`src/hdl/ilfd_pkg.sv`:
```
// shared types, constants and helper functions for the instruction length field decoder
// no dependencies; imported by ilfd_decode, instruction_length_field_decoder and tb_top
package ilfd_pkg;

	// operation classes, numbered in prefix table order
	localparam logic [4:0] CLS_MOV_RM      = 5'd0;
	localparam logic [4:0] CLS_MOV_IMM_RM  = 5'd1;
	localparam logic [4:0] CLS_MOV_IMM_REG = 5'd2;
	localparam logic [4:0] CLS_MOV_MEM_ACC = 5'd3;
	localparam logic [4:0] CLS_MOV_ACC_MEM = 5'd4;
	localparam logic [4:0] CLS_IMM_GRP     = 5'd5;
	localparam logic [4:0] CLS_ADD_RM      = 5'd6;
	localparam logic [4:0] CLS_ADD_ACC     = 5'd7;
	localparam logic [4:0] CLS_SUB_RM      = 5'd8;
	localparam logic [4:0] CLS_SUB_ACC     = 5'd9;
	localparam logic [4:0] CLS_CMP_RM      = 5'd10;
	localparam logic [4:0] CLS_CMP_ACC     = 5'd11;
	localparam logic [4:0] CLS_JCC_FIRST   = 5'd12;

	// status codes
	localparam logic [1:0] ST_OK      = 2'd0;
	localparam logic [1:0] ST_BAD_OP  = 2'd1;
	localparam logic [1:0] ST_BAD_GRP = 2'd2;

	// immediate group operations and their reg selectors
	localparam logic [1:0] GRP_ADD = 2'd0;
	localparam logic [1:0] GRP_SUB = 2'd1;
	localparam logic [1:0] GRP_CMP = 2'd2;
	localparam logic [2:0] SEL_ADD = 3'b000;
	localparam logic [2:0] SEL_SUB = 3'b101;
	localparam logic [2:0] SEL_CMP = 3'b111;

	// mod field codes and the direct address r/m code
	localparam logic [1:0] MOD_MEM = 2'b00;
	localparam logic [1:0] MOD_D8  = 2'b01;
	localparam logic [1:0] MOD_D16 = 2'b10;
	localparam logic [2:0] RM_DIRECT = 3'b110;

	localparam int NUM_CLASSES = 32;

	// opcode prefix table as value and mask pairs, lowest index wins
	localparam logic [7:0] PFX_VAL [NUM_CLASSES] = '{
		8'h88, 8'hC6, 8'hB0, 8'hA0, 8'hA2, 8'h80, 8'h00, 8'h04,
		8'h28, 8'h2C, 8'h38, 8'h3C,
		8'h74, 8'h7C, 8'h7E, 8'h72, 8'h76, 8'h7A, 8'h70, 8'h78,
		8'h75, 8'h7D, 8'h7F, 8'h73, 8'h77, 8'h7B, 8'h79, 8'h71,
		8'hE2, 8'hE1, 8'hE0, 8'hE3
	};
	localparam logic [7:0] PFX_MASK [NUM_CLASSES] = '{
		8'hFC, 8'hFE, 8'hF0, 8'hFE, 8'hFE, 8'hFC, 8'hFC, 8'hFE,
		8'hFC, 8'hFE, 8'hFC, 8'hFE,
		8'hFF, 8'hFF, 8'hFF, 8'hFF, 8'hFF, 8'hFF, 8'hFF, 8'hFF,
		8'hFF, 8'hFF, 8'hFF, 8'hFF, 8'hFF, 8'hFF, 8'hFF, 8'hFF,
		8'hFF, 8'hFF, 8'hFF, 8'hFF
	};

	typedef struct packed {
		logic       hit;
		logic [4:0] cls;
	} match_t;

	// bytes of the instruction in flight, sorted by role
	typedef struct packed {
		logic [7:0] opcode;
		logic [7:0] modrm;
		logic [7:0] disp_lo;
		logic [7:0] disp_hi;
		logic [7:0] imm_lo;
		logic [7:0] imm_hi;
	} ibytes_t;

	// one decoded record
	typedef struct packed {
		logic [4:0]  op_class;
		logic [1:0]  group_op;
		logic        wide_bit;
		logic        direction_bit;
		logic        sign_ext_bit;
		logic [1:0]  mode_field;
		logic [2:0]  reg_field;
		logic [2:0]  rm_field;
		logic [15:0] displacement;
		logic [15:0] immediate;
		logic [2:0]  length;
		logic [1:0]  status;
	} record_t;

	// prefix match over the whole table
	function automatic match_t match_class(input logic [7:0] b);
		match_t r;
		r = '0;
		for (int i = NUM_CLASSES - 1; i >= 0; i--) begin
			if ((b & PFX_MASK[i]) == PFX_VAL[i]) begin
				r.hit = 1'b1;
				r.cls = 5'(i);
			end
		end
		return r;
	endfunction

	function automatic logic has_modrm(input logic [4:0] cls);
		return (cls == CLS_MOV_RM) || (cls == CLS_MOV_IMM_RM) || (cls == CLS_IMM_GRP) ||
			(cls == CLS_ADD_RM) || (cls == CLS_SUB_RM) || (cls == CLS_CMP_RM);
	endfunction

	function automatic logic is_reg_rm(input logic [4:0] cls);
		return (cls == CLS_MOV_RM) || (cls == CLS_ADD_RM) || (cls == CLS_SUB_RM) ||
			(cls == CLS_CMP_RM);
	endfunction

	// displacement byte count set by the mod/rm byte
	function automatic logic [1:0] disp_count(input logic [7:0] modrm);
		logic [1:0] d;
		d = 2'd0;
		if (modrm[7:6] == MOD_MEM && modrm[2:0] == RM_DIRECT) d = 2'd2;
		else if (modrm[7:6] == MOD_D8) d = 2'd1;
		else if (modrm[7:6] == MOD_D16) d = 2'd2;
		return d;
	endfunction

	function automatic logic [15:0] sext8(input logic [7:0] x);
		return {{8{x[7]}}, x};
	endfunction

endpackage

```
`src/hdl/ilfd_decode.sv`:
```
// field decoder: turns the sorted bytes of one framed instruction into a record
// depends on ilfd_pkg
module ilfd_decode (
	input  logic [4:0]       op_class,
	input  ilfd_pkg::ibytes_t ib,
	input  logic [2:0]       length,
	output ilfd_pkg::record_t rec
);
	import ilfd_pkg::*;

	logic       w;
	logic       s;
	logic [1:0] d;

	assign w = ib.opcode[0];
	assign s = ib.opcode[1];
	assign d = disp_count(ib.modrm);

	// per-class field selection
	always_comb begin
		rec          = '0;
		rec.op_class = op_class;
		rec.length   = length;
		rec.status   = ST_OK;
		if (has_modrm(op_class)) begin
			rec.wide_bit   = w;
			rec.mode_field = ib.modrm[7:6];
			rec.reg_field  = ib.modrm[5:3];
			rec.rm_field   = ib.modrm[2:0];
			if (d == 2'd1) rec.displacement = sext8(ib.disp_lo);
			else if (d == 2'd2) rec.displacement = {ib.disp_hi, ib.disp_lo};
			if (is_reg_rm(op_class)) begin
				rec.direction_bit = s;
			end else if (op_class == CLS_IMM_GRP) begin
				rec.sign_ext_bit = s;
				case (ib.modrm[5:3])
					SEL_ADD: rec.group_op = GRP_ADD;
					SEL_SUB: rec.group_op = GRP_SUB;
					SEL_CMP: rec.group_op = GRP_CMP;
					default: rec.status = ST_BAD_GRP;
				endcase
				if (w && !s) rec.immediate = {ib.imm_hi, ib.imm_lo};
				else if (w) rec.immediate = sext8(ib.imm_lo);
				else rec.immediate = {8'h00, ib.imm_lo};
			end else begin
				rec.immediate = w ? {ib.imm_hi, ib.imm_lo} : {8'h00, ib.imm_lo};
			end
		end else if (op_class >= CLS_JCC_FIRST) begin
			rec.displacement = sext8(ib.modrm);
		end else if (op_class == CLS_MOV_IMM_REG) begin
			rec.wide_bit  = ib.opcode[3];
			rec.reg_field = ib.opcode[2:0];
			rec.immediate = ib.opcode[3] ? {ib.imm_hi, ib.modrm} : {8'h00, ib.modrm};
		end else if (op_class == CLS_MOV_MEM_ACC || op_class == CLS_MOV_ACC_MEM) begin
			rec.wide_bit  = w;
			rec.immediate = {ib.imm_hi, ib.modrm};
		end else begin
			rec.wide_bit  = w;
			rec.immediate = w ? {ib.imm_hi, ib.modrm} : {8'h00, ib.modrm};
		end
	end

endmodule

```
`src/hdl/instruction_length_field_decoder.sv`:
```
// top level: frames a code byte stream into 16-bit x86 instructions and emits decoded records
// depends on ilfd_pkg and ilfd_decode
//
// channel   dir  width  contents
// s_axis    in   8      code_byte
// m_axis    out  56     one decoded record per instruction, or per unknown opcode byte
//
// one code byte per cycle is taken, with no gaps between instructions, while m_axis keeps up
// the last byte of an instruction is decoded from the input register; its record then
// leaves from the result register
// reset clears the framing state and both valid flags; the next byte is an opcode
// a stalled m_axis holds the result register; input stalls only when a new record is due
// while that register is still full
module instruction_length_field_decoder (
	input  logic        clk,
	input  logic        arst_n,
	input  logic        s_axis_tvalid,
	output logic        s_axis_tready,
	input  logic [7:0]  s_axis_tdata,  // [7:0] code_byte
	output logic        m_axis_tvalid,
	input  logic        m_axis_tready,
	// [4:0] op_class, [6:5] group_op, [7] wide_bit, [8] direction_bit, [9] sign_ext_bit,
	// [11:10] mode_field, [14:12] reg_field, [17:15] rm_field, [33:18] displacement,
	// [49:34] immediate, [52:50] length, [54:53] status, [55] zero
	output logic [55:0] m_axis_tdata
);
	import ilfd_pkg::*;

	logic       valid_s1;
	logic [7:0] byte_s1;
	logic [2:0] pos_q;
	logic [2:0] exp_q;
	logic [4:0] cls_q;
	ibytes_t    bytes_q;
	logic       out_valid_q;
	record_t    out_rec_q;

	match_t     m;
	ibytes_t    bytes_n;
	logic [2:0] exp_eff;
	logic [2:0] k;
	logic [2:0] j;
	logic [1:0] dc;
	logic       done;
	logic       emit;
	logic       out_free;
	logic       advance;
	record_t    dec_rec;
	record_t    bad_rec;
	record_t    rec_n;

	// length once the mod/rm byte is known
	function automatic logic [2:0] len_modrm(input logic [4:0] cls, input logic [7:0] op,
		input logic [7:0] mrm);
		logic [2:0] base;
		base = 3'd2 + {1'b0, disp_count(mrm)};
		if (cls == CLS_IMM_GRP) return base + ((op[0] && !op[1]) ? 3'd2 : 3'd1);
		if (cls == CLS_MOV_IMM_RM) return base + (op[0] ? 3'd2 : 3'd1);
		return base;
	endfunction

	// length known from the opcode alone
	function automatic logic [2:0] len_opcode(input logic [4:0] cls, input logic [7:0] op);
		if (cls >= CLS_JCC_FIRST) return 3'd2;
		if (cls == CLS_MOV_IMM_REG) return op[3] ? 3'd3 : 3'd2;
		if (cls == CLS_ADD_ACC || cls == CLS_SUB_ACC || cls == CLS_CMP_ACC)
			return op[0] ? 3'd3 : 3'd2;
		return 3'd3;
	endfunction

	// input register
	assign out_free      = !out_valid_q || m_axis_tready;
	assign advance       = valid_s1 && (!emit || out_free);
	assign s_axis_tready = !valid_s1 || advance;

	always_ff @(posedge clk or negedge arst_n) begin
		if (!arst_n) begin
			valid_s1 <= 1'b0;
		end else if (s_axis_tvalid && s_axis_tready) begin
			valid_s1 <= 1'b1;
		end else if (advance) begin
			valid_s1 <= 1'b0;
		end
	end

	always_ff @(posedge clk) begin
		if (s_axis_tvalid && s_axis_tready) begin
			byte_s1 <= s_axis_tdata;
		end
	end

	// byte routing and framing
	assign m  = match_class(byte_s1);
	assign dc = disp_count(bytes_q.modrm);
	assign k  = pos_q - 3'd2;
	assign j  = k - {1'b0, dc};

	always_comb begin
		bytes_n = bytes_q;
		exp_eff = exp_q;
		if (pos_q == 3'd0) begin
			bytes_n.opcode = byte_s1;
		end else if (pos_q == 3'd1) begin
			bytes_n.modrm = byte_s1;
			if (exp_q == 3'd0) exp_eff = len_modrm(cls_q, bytes_q.opcode, byte_s1);
		end else if (has_modrm(cls_q)) begin
			if (k < {1'b0, dc}) begin
				if (k == 3'd0) bytes_n.disp_lo = byte_s1;
				else bytes_n.disp_hi = byte_s1;
			end else begin
				if (j == 3'd0) bytes_n.imm_lo = byte_s1;
				else bytes_n.imm_hi = byte_s1;
			end
		end else begin
			bytes_n.imm_hi = byte_s1;
		end
	end

	assign done = ({1'b0, pos_q} + 4'd1) >= {1'b0, exp_eff};
	assign emit = (pos_q == 3'd0) ? !m.hit : done;

	ilfd_decode u_decode (
		.op_class (cls_q),
		.ib       (bytes_n),
		.length   (exp_eff),
		.rec      (dec_rec)
	);

	// unknown opcode record
	always_comb begin
		bad_rec        = '0;
		bad_rec.length = 3'd1;
		bad_rec.status = ST_BAD_OP;
	end

	assign rec_n = (pos_q == 3'd0) ? bad_rec : dec_rec;

	// framing state
	always_ff @(posedge clk or negedge arst_n) begin
		if (!arst_n) begin
			pos_q <= 3'd0;
			exp_q <= 3'd0;
			cls_q <= 5'd0;
		end else if (advance) begin
			if (pos_q == 3'd0) begin
				if (m.hit) begin
					cls_q <= m.cls;
					pos_q <= 3'd1;
					exp_q <= has_modrm(m.cls) ? 3'd0 : len_opcode(m.cls, byte_s1);
				end else begin
					pos_q <= 3'd0;
					exp_q <= 3'd0;
				end
			end else if (done) begin
				pos_q <= 3'd0;
				exp_q <= 3'd0;
			end else begin
				pos_q <= pos_q + 3'd1;
				exp_q <= exp_eff;
			end
		end
	end

	always_ff @(posedge clk) begin
		if (advance) begin
			bytes_q <= bytes_n;
		end
	end

	// result register
	always_ff @(posedge clk or negedge arst_n) begin
		if (!arst_n) begin
			out_valid_q <= 1'b0;
		end else if (advance && emit) begin
			out_valid_q <= 1'b1;
		end else if (m_axis_tready) begin
			out_valid_q <= 1'b0;
		end
	end

	always_ff @(posedge clk) begin
		if (advance && emit) begin
			out_rec_q <= rec_n;
		end
	end

	assign m_axis_tvalid = out_valid_q;
	assign m_axis_tdata  = {1'b0,
		out_rec_q.status, out_rec_q.length, out_rec_q.immediate, out_rec_q.displacement,
		out_rec_q.rm_field, out_rec_q.reg_field, out_rec_q.mode_field,
		out_rec_q.sign_ext_bit, out_rec_q.direction_bit, out_rec_q.wide_bit,
		out_rec_q.group_op, out_rec_q.op_class};

	// checks on the framing state and the result handoff
	a_pos_range: assert property (@(posedge clk) disable iff (!arst_n)
		pos_q <= 3'd5)
		else $error("byte position beyond the longest instruction");

	a_len_known: assert property (@(posedge clk) disable iff (!arst_n)
		pos_q >= 3'd2 |-> (exp_q >= 3'd3 && exp_q <= 3'd6))
		else $error("instruction length unknown past the mod/rm byte");

	a_emit_lands: assert property (@(posedge clk) disable iff (!arst_n)
		advance && emit |=> m_axis_tvalid)
		else $error("record emitted but result register not valid");

	a_no_overwrite: assert property (@(posedge clk) disable iff (!arst_n)
		m_axis_tvalid && !m_axis_tready |-> !(advance && emit))
		else $error("pending record overwritten");

	a_idle_ready: assert property (@(posedge clk) disable iff (!arst_n)
		!valid_s1 |-> s_axis_tready)
		else $error("input refused with empty input register");

endmodule

```
`config.mk`:
```
export PLATFORM = sky130hd
export DESIGN_NAME = instruction_length_field_decoder
export DESIGN_NICKNAME = d
export VERILOG_FILES = /design/src/hdl/ilfd_pkg.sv /design/src/hdl/ilfd_decode.sv /design/src/hdl/instruction_length_field_decoder.sv
export SDC_FILE = /design/constraint.sdc
export NUM_CORES = 1
export LEC_CHECK = 0
export ABC_AREA = 0
export ABC_CLOCK_PERIOD_IN_PS = 12500
export BUFFER_PORTS_ARGS = -buffer_cell sky130_fd_sc_hd__buf_4
export CAP_MARGIN = 30
export CORE_MARGIN = 2
export CORE_UTILIZATION = 59
export CTS_BUF_LIST = sky130_fd_sc_hd__clkbuf_16
export CTS_CLUSTER_SIZE = 10
export DETAILED_ROUTE_END_ITERATION = 10
export PLACE_DENSITY_LB_ADDON = 0.3
export REMOVE_ABC_BUFFERS = 1
export SLEW_MARGIN = 20
export SYNTH_ARGS = -nofsm -noshare
export SYNTH_HDL_FRONTEND = slang
export SYNTH_SLANG_ARGS = --single-unit
```
`constraint.sdc`:
```
create_clock -name clk -period 12.5 [get_ports clk]
set_input_delay 0.625 -clock clk [delete_from_list [all_inputs] [get_ports clk]]
set_output_delay 0.625 -clock clk [all_outputs]
set_load 0.02 [all_outputs]
```
==> report_table.html <==
<table>
<tr><th>Metric</th><th>Value</th></tr>
<tr><th colspan="2">Yosys</th></tr>
<tr><td>Avg Synthesized Cell Area</td><td>11.6 µm²</td></tr>
<tr><td>Synth Register Bits</td><td>120</td></tr>
<tr><td>Share of synthesized cell area in full adder, half adder and majority cells</td><td>3.43%</td></tr>
<tr><td>Post-synthesis cell area</td><td>about 0.0061 mm²</td></tr>
<tr><td>Synth Area in Simple Gates</td><td>12.8%</td></tr>
<tr><td>Top post-synthesis cells by area</td><td>edfxtp_1 52%, dfrtp_1 5.3%, mux2_2 3.9%</td></tr>
<tr><td>Ys Warns</td><td>0</td></tr>
<tr><td>Synth Area in Compound Gates</td><td>12.7%</td></tr>
<tr><td>Post-Syn Instances</td><td>529</td></tr>
<tr><td>Share of synthesized flip-flops with an asynchronous set or reset</td><td>10.8%</td></tr>
<tr><td>Share of cell area taken by muxes after synthesis</td><td>7.45%</td></tr>
<tr><td>Distinct cell type count of the synthesized netlist</td><td>between 60 and 70</td></tr>
<tr><td>Main flop type after synthesis</td><td>edfxtp_1</td></tr>
<tr><td>Number of enable-type register cells in the synthesized netlist</td><td>107</td></tr>
<tr><td>Ranking of synthesized cells by instance count</td><td>107 x edfxtp_1, 44 x nor2_1, 41 x inv_1</td></tr>
<tr><td>Cell taking the most area after synthesis</td><td>edfxtp_1</td></tr>
<tr><td>Proportion of synthesized chip area in sequential cells</td><td>57.7%</td></tr>
<tr><td>Portion of synthesized cell area occupied by the leading cell type</td><td>52.4%</td></tr>
<tr><td>Main combinational cell family by area after synthesis</td><td>simple AND/OR/NAND/NOR gates</td></tr>
<tr><td>Most common cell in the synthesized netlist</td><td>edfxtp_1</td></tr>
<tr><td>Xor/xnor cell area share of the yosys netlist</td><td>under 10%</td></tr>
<tr><th colspan="2">Min path</th></tr>
<tr><td>Hold crit path type</td><td>input pin to async pin</td></tr>
<tr><th colspan="2">CTS</th></tr>
<tr><td>Root Buffer</td><td>clkbuf_16</td></tr>
<tr><td>CTS H-Tree Depth</td><td>4</td></tr>
<tr><td>Clock buffer depth</td><td>2</td></tr>
<tr><td>Cts bufs inserted</td><td>17</td></tr>
<tr><td>Clk_lat worst skew</td><td>between 0.4 and 0.5 ns</td></tr>
<tr><td>Number of buffers added to fix hold violations after cts</td><td>0</td></tr>
<tr><td>Setup fix buffers added after clock tree synthesis</td><td>0</td></tr>
<tr><td>Clock transition at the registers of the reported paths</td><td>0.06 ns</td></tr>
<tr><td>Post-cts gate resize count</td><td>0</td></tr>
<tr><td>TritonCTS clock tree</td><td>yes</td></tr>
<tr><td>Sinks on Clock Net</td><td>120</td></tr>
<tr><th colspan="2">Critical path</th></tr>
<tr><td>Highest cell delay on the worst timing path</td><td>0.74 ns</td></tr>
<tr><td>Cell with the largest stage delay on the worst path</td><td>edfxtp_1</td></tr>
<tr><td>Worst setup slack for register-to-register paths</td><td>around 7.5 ns</td></tr>
<tr><td>Largest delay share family, worst path</td><td>simple AND/OR/NAND/NOR gates</td></tr>
<tr><td>Largest fanout on the critical path</td><td>19</td></tr>
<tr><td>Data required time of the critical path</td><td>11.88 ns</td></tr>
<tr><td>Critical Path End Type</td><td>output port</td></tr>
<tr><td>R2r worst-path depth</td><td>17</td></tr>
<tr><td>CP arrival</td><td>4.49 ns</td></tr>
<tr><td>Critical setup path kind</td><td>flip-flop to output port</td></tr>
<tr><td>Cell breakdown of the critical path</td><td>inv_1 -&gt; nor2_1 -&gt; ha_1 -&gt; inv_1 -&gt; fa_1 -&gt; mux2i_1 -&gt; nand2_1 -&gt; o21ai_0 -&gt; a21oi_1 -&gt; ha_1 -&gt; a21boi_0 -&gt; o21ai_0 -&gt; and3_1 -&gt; nor2_1 -&gt; nand3_1 -&gt; buf_4</td></tr>
<tr><td>Sum of buffers and inverters on the critical path</td><td>3</td></tr>
<tr><td>Critical Path Stages</td><td>16</td></tr>
<tr><td>Startpoint type of the worst setup path</td><td>flip-flop</td></tr>
<tr><th colspan="2">Global route</th></tr>
<tr><td>Overflow left after global routing</td><td>0</td></tr>
<tr><td>Overall Global Routing Usage</td><td>approximately a quarter</td></tr>
<tr><td>Vias in the first global route</td><td>4,356</td></tr>
<tr><td>First-pass GRT wire length</td><td>22,200 µm</td></tr>
<tr><td>Pin count of the biggest net entering global routing</td><td>56</td></tr>
<tr><td>Initial antenna violation count</td><td>0</td></tr>
<tr><th colspan="2">Job</th></tr>
<tr><td># Max-Cap Violations</td><td>0</td></tr>
<tr><th colspan="2">Drt</th></tr>
<tr><td>Residual antenna-violating net count after detailed routing</td><td>0</td></tr>
<tr><td>Post-detailed-routing wire length</td><td>14,200 µm</td></tr>
<tr><td>Routed via count</td><td>about 4,600</td></tr>
<tr><td>Detailed-route DRC error count</td><td>0</td></tr>
<tr><td>Wirelength per Cell</td><td>about 19 µm</td></tr>
<tr><td>Post-detailed-route via-to-cell ratio</td><td>6.12</td></tr>
<tr><td>Iteration count of the initial detailed-routing pass</td><td>5</td></tr>
<tr><td>Violation count after the first detailed-route iteration</td><td>431</td></tr>
<tr><th colspan="2">STA</th></tr>
<tr><td>Worst clock skew on the final layout</td><td>between 0.009 and 0.01 ns</td></tr>
<tr><td>Max Transition Viols Final</td><td>0</td></tr>
<tr><td>Final count of hold timing violations</td><td>0</td></tr>
<tr><td>Slew HR</td><td>about 30%</td></tr>
<tr><td>Slew at the pin with the worst max-slew slack</td><td>1.05 ns</td></tr>
<tr><td>Post-layout min period</td><td>between 5 and 6 ns</td></tr>
<tr><td>Final cycle utilization of the critical path</td><td>40.9%</td></tr>
<tr><td>Setup Total Neg Slack</td><td>0 ns</td></tr>
<tr><td>Final setup viols</td><td>0</td></tr>
<tr><td>Top achievable clock speed</td><td>195 MHz</td></tr>
<tr><td>Unrepaired setup endpoints after global routing</td><td>no</td></tr>
<tr><td>Post-route worst hold slack</td><td>0.0426 ns</td></tr>
<tr><th colspan="2">Power</th></tr>
<tr><td>Overall power</td><td>approximately 2100 µW</td></tr>
<tr><td>Total power density per cell area</td><td>285 mW/mm²</td></tr>
<tr><td>Leakage component of the power</td><td>~0.0028 µW</td></tr>
<tr><td>Maximum resistive drop on vdd</td><td>0.000319 V</td></tr>
<tr><th colspan="2">Final layout</th></tr>
<tr><td>Layout filler cell count</td><td>750</td></tr>
<tr><td>Share of final-layout standard cells stronger than drive strength 1</td><td>22.8%</td></tr>
<tr><td>Final nets</td><td>around 620</td></tr>
<tr><td>Total inserted antenna cells</td><td>0</td></tr>
<tr><td>Non-filler cells, final</td><td>746</td></tr>
<tr><td>Area growth, synth to finish</td><td>20.4%</td></tr>
<tr><th colspan="2">Placed design</th></tr>
<tr><td>Number of placed instances with taps included</td><td>714</td></tr>
<tr><td>DPL Wire Length</td><td>9230 µm</td></tr>
<tr><td>Buffers on Ports</td><td>68</td></tr>
<tr><td>Placer congestion estimate</td><td>approximately 0.95</td></tr>
<tr><th colspan="2">Die</th></tr>
<tr><td>Num rows</td><td>37</td></tr>
<tr><td>I/O pin count</td><td>70</td></tr>
<tr><td>Overall die width</td><td>106 µm</td></tr>
<tr><td>Placeable core region</td><td>0.0102 mm²</td></tr>
<tr><td>Vertical extent of the die</td><td>106 µm</td></tr>
<tr><td>Initial core utilization</td><td>about 60%</td></tr>
<tr><td>Die Footprint</td><td>0.0112 mm²</td></tr>
<tr><th colspan="2">Outcome</th></tr>
<tr><td>Status</td><td>finished clean</td></tr>
</table>
[flip-flops by register name (all words and copies together), names as in the netlist]
| register | cells |
|---|---|
| m_axis_tdata | 55 |
| exp_q | 3 |
| pos_q | 3 |
| cls_q | 5 |
| bytes_q | 44 |
| byte_s1 | 8 |
| valid_s1 | 1 |
| m_axis_tvalid | 1 |
[layer usage]
layer	track usage (%)	routed length, µm	vias up
met5	0	0	-
met4	11.9	274	0
met3	5.58	1070	28
met2	43.1	7070	226
met1	33.3	5750	2237
li1	-	-	2072
[final timing paths]
path / from / end
max: byte_s1[6] / s_axis_tready
min: arst_n / cls_q[1]
max reg2reg: byte_s1[6] / exp_q[2]
min reg2reg: bytes_q[17] / bytes_q[17]
max in group asynchronous: arst_n / cls_q[4]
min in group clk: s_axis_tdata[1] / byte_s1[1]
[cells by family (layout without fill, tap and decap cells)]
logic type                 count (synthesis)  count (layout)
buffers and inverters                     68             149
xor gates and xnor gates                   7               7
AOI/OAI and AO/OA                        119             119
and+or+nand+nor                          156             156
adders and majority gates                 15              15
DFF                                      120             120
muxes                                     43              43
other                                      1               1
[cells in the final DEF (no fill, tap or decap), types with 3 or more instances in the layout]
master,netlist,layout
a211oi_1,4,4
a21o_1,4,4
a21oi_1,18,17
a21oi_2,9,9
a22oi_1,10,10
a31oi_1,8,8
and3_1,6,6
buf_4,2,74
clkbuf_16,0,21
clkinv_1,1,5
clkinvlp_4,0,3
dfrtp_1,13,13
edfxtp_1,107,107
fa_1,3,3
ha_1,12,12
inv_1,41,42
mux2_2,21,21
mux2i_1,22,22
nand2_1,38,38
nand2b_1,11,11
nand3_1,13,13
nor2_1,44,44
nor2b_1,11,11
nor3_1,8,8
nor4_1,6,4
o21a_1,4,4
o21ai_0,32,32
o21ai_1,8,8
o22ai_1,4,4
xnor2_1,3,3
xor2_1,3,3
[layout make-up]
type | count | area, µm² | area share [%]
repair buffers | 75 | 559 | 7.58
inverters | 42 | 158 | 2.14
clock inverters | 11 | 88.8 | 1.20
well taps | 136 | 170 | 2.31
flip-flops and latches | 120 | 3540 | 48.0
clock buffers | 21 | 526 | 7.12
multi-input cells | 341 | 2340 | 31.7
[per-stage QoR]
step / worst slack, ns / util [%] / area (µm²)
2_1_floorplan: 3.93 / - / 6010
3_3_place_gp: 7.96 / 66.3 / 6750
3_5_place_dp: 7.63 / 66.4 / 6760
4_1_cts: 7.50 / 72.4 / 7380
5_1_grt: 7.15 / 72.4 / 7380
6_report: 7.38 / 72.4 / 7380
[worst reg2reg max path, delay by kind of cell, from the launching register on]
family          cells  cell delay (ns)
buf+inv             3             0.89
simple gates        4             0.86
fa+ha+maj           3             1.00
mux                 2             0.48
compound gates      5             0.93
flops               1             0.74
[report_power, final]
group | internal (µW) | switching [µW] | total [µW]
registers | 682 | 99.3 | 781
logic | 295 | 531 | 826
clock network | 318 | 178 | 495
Note: power is estimated with default switching activity, not from simulation.
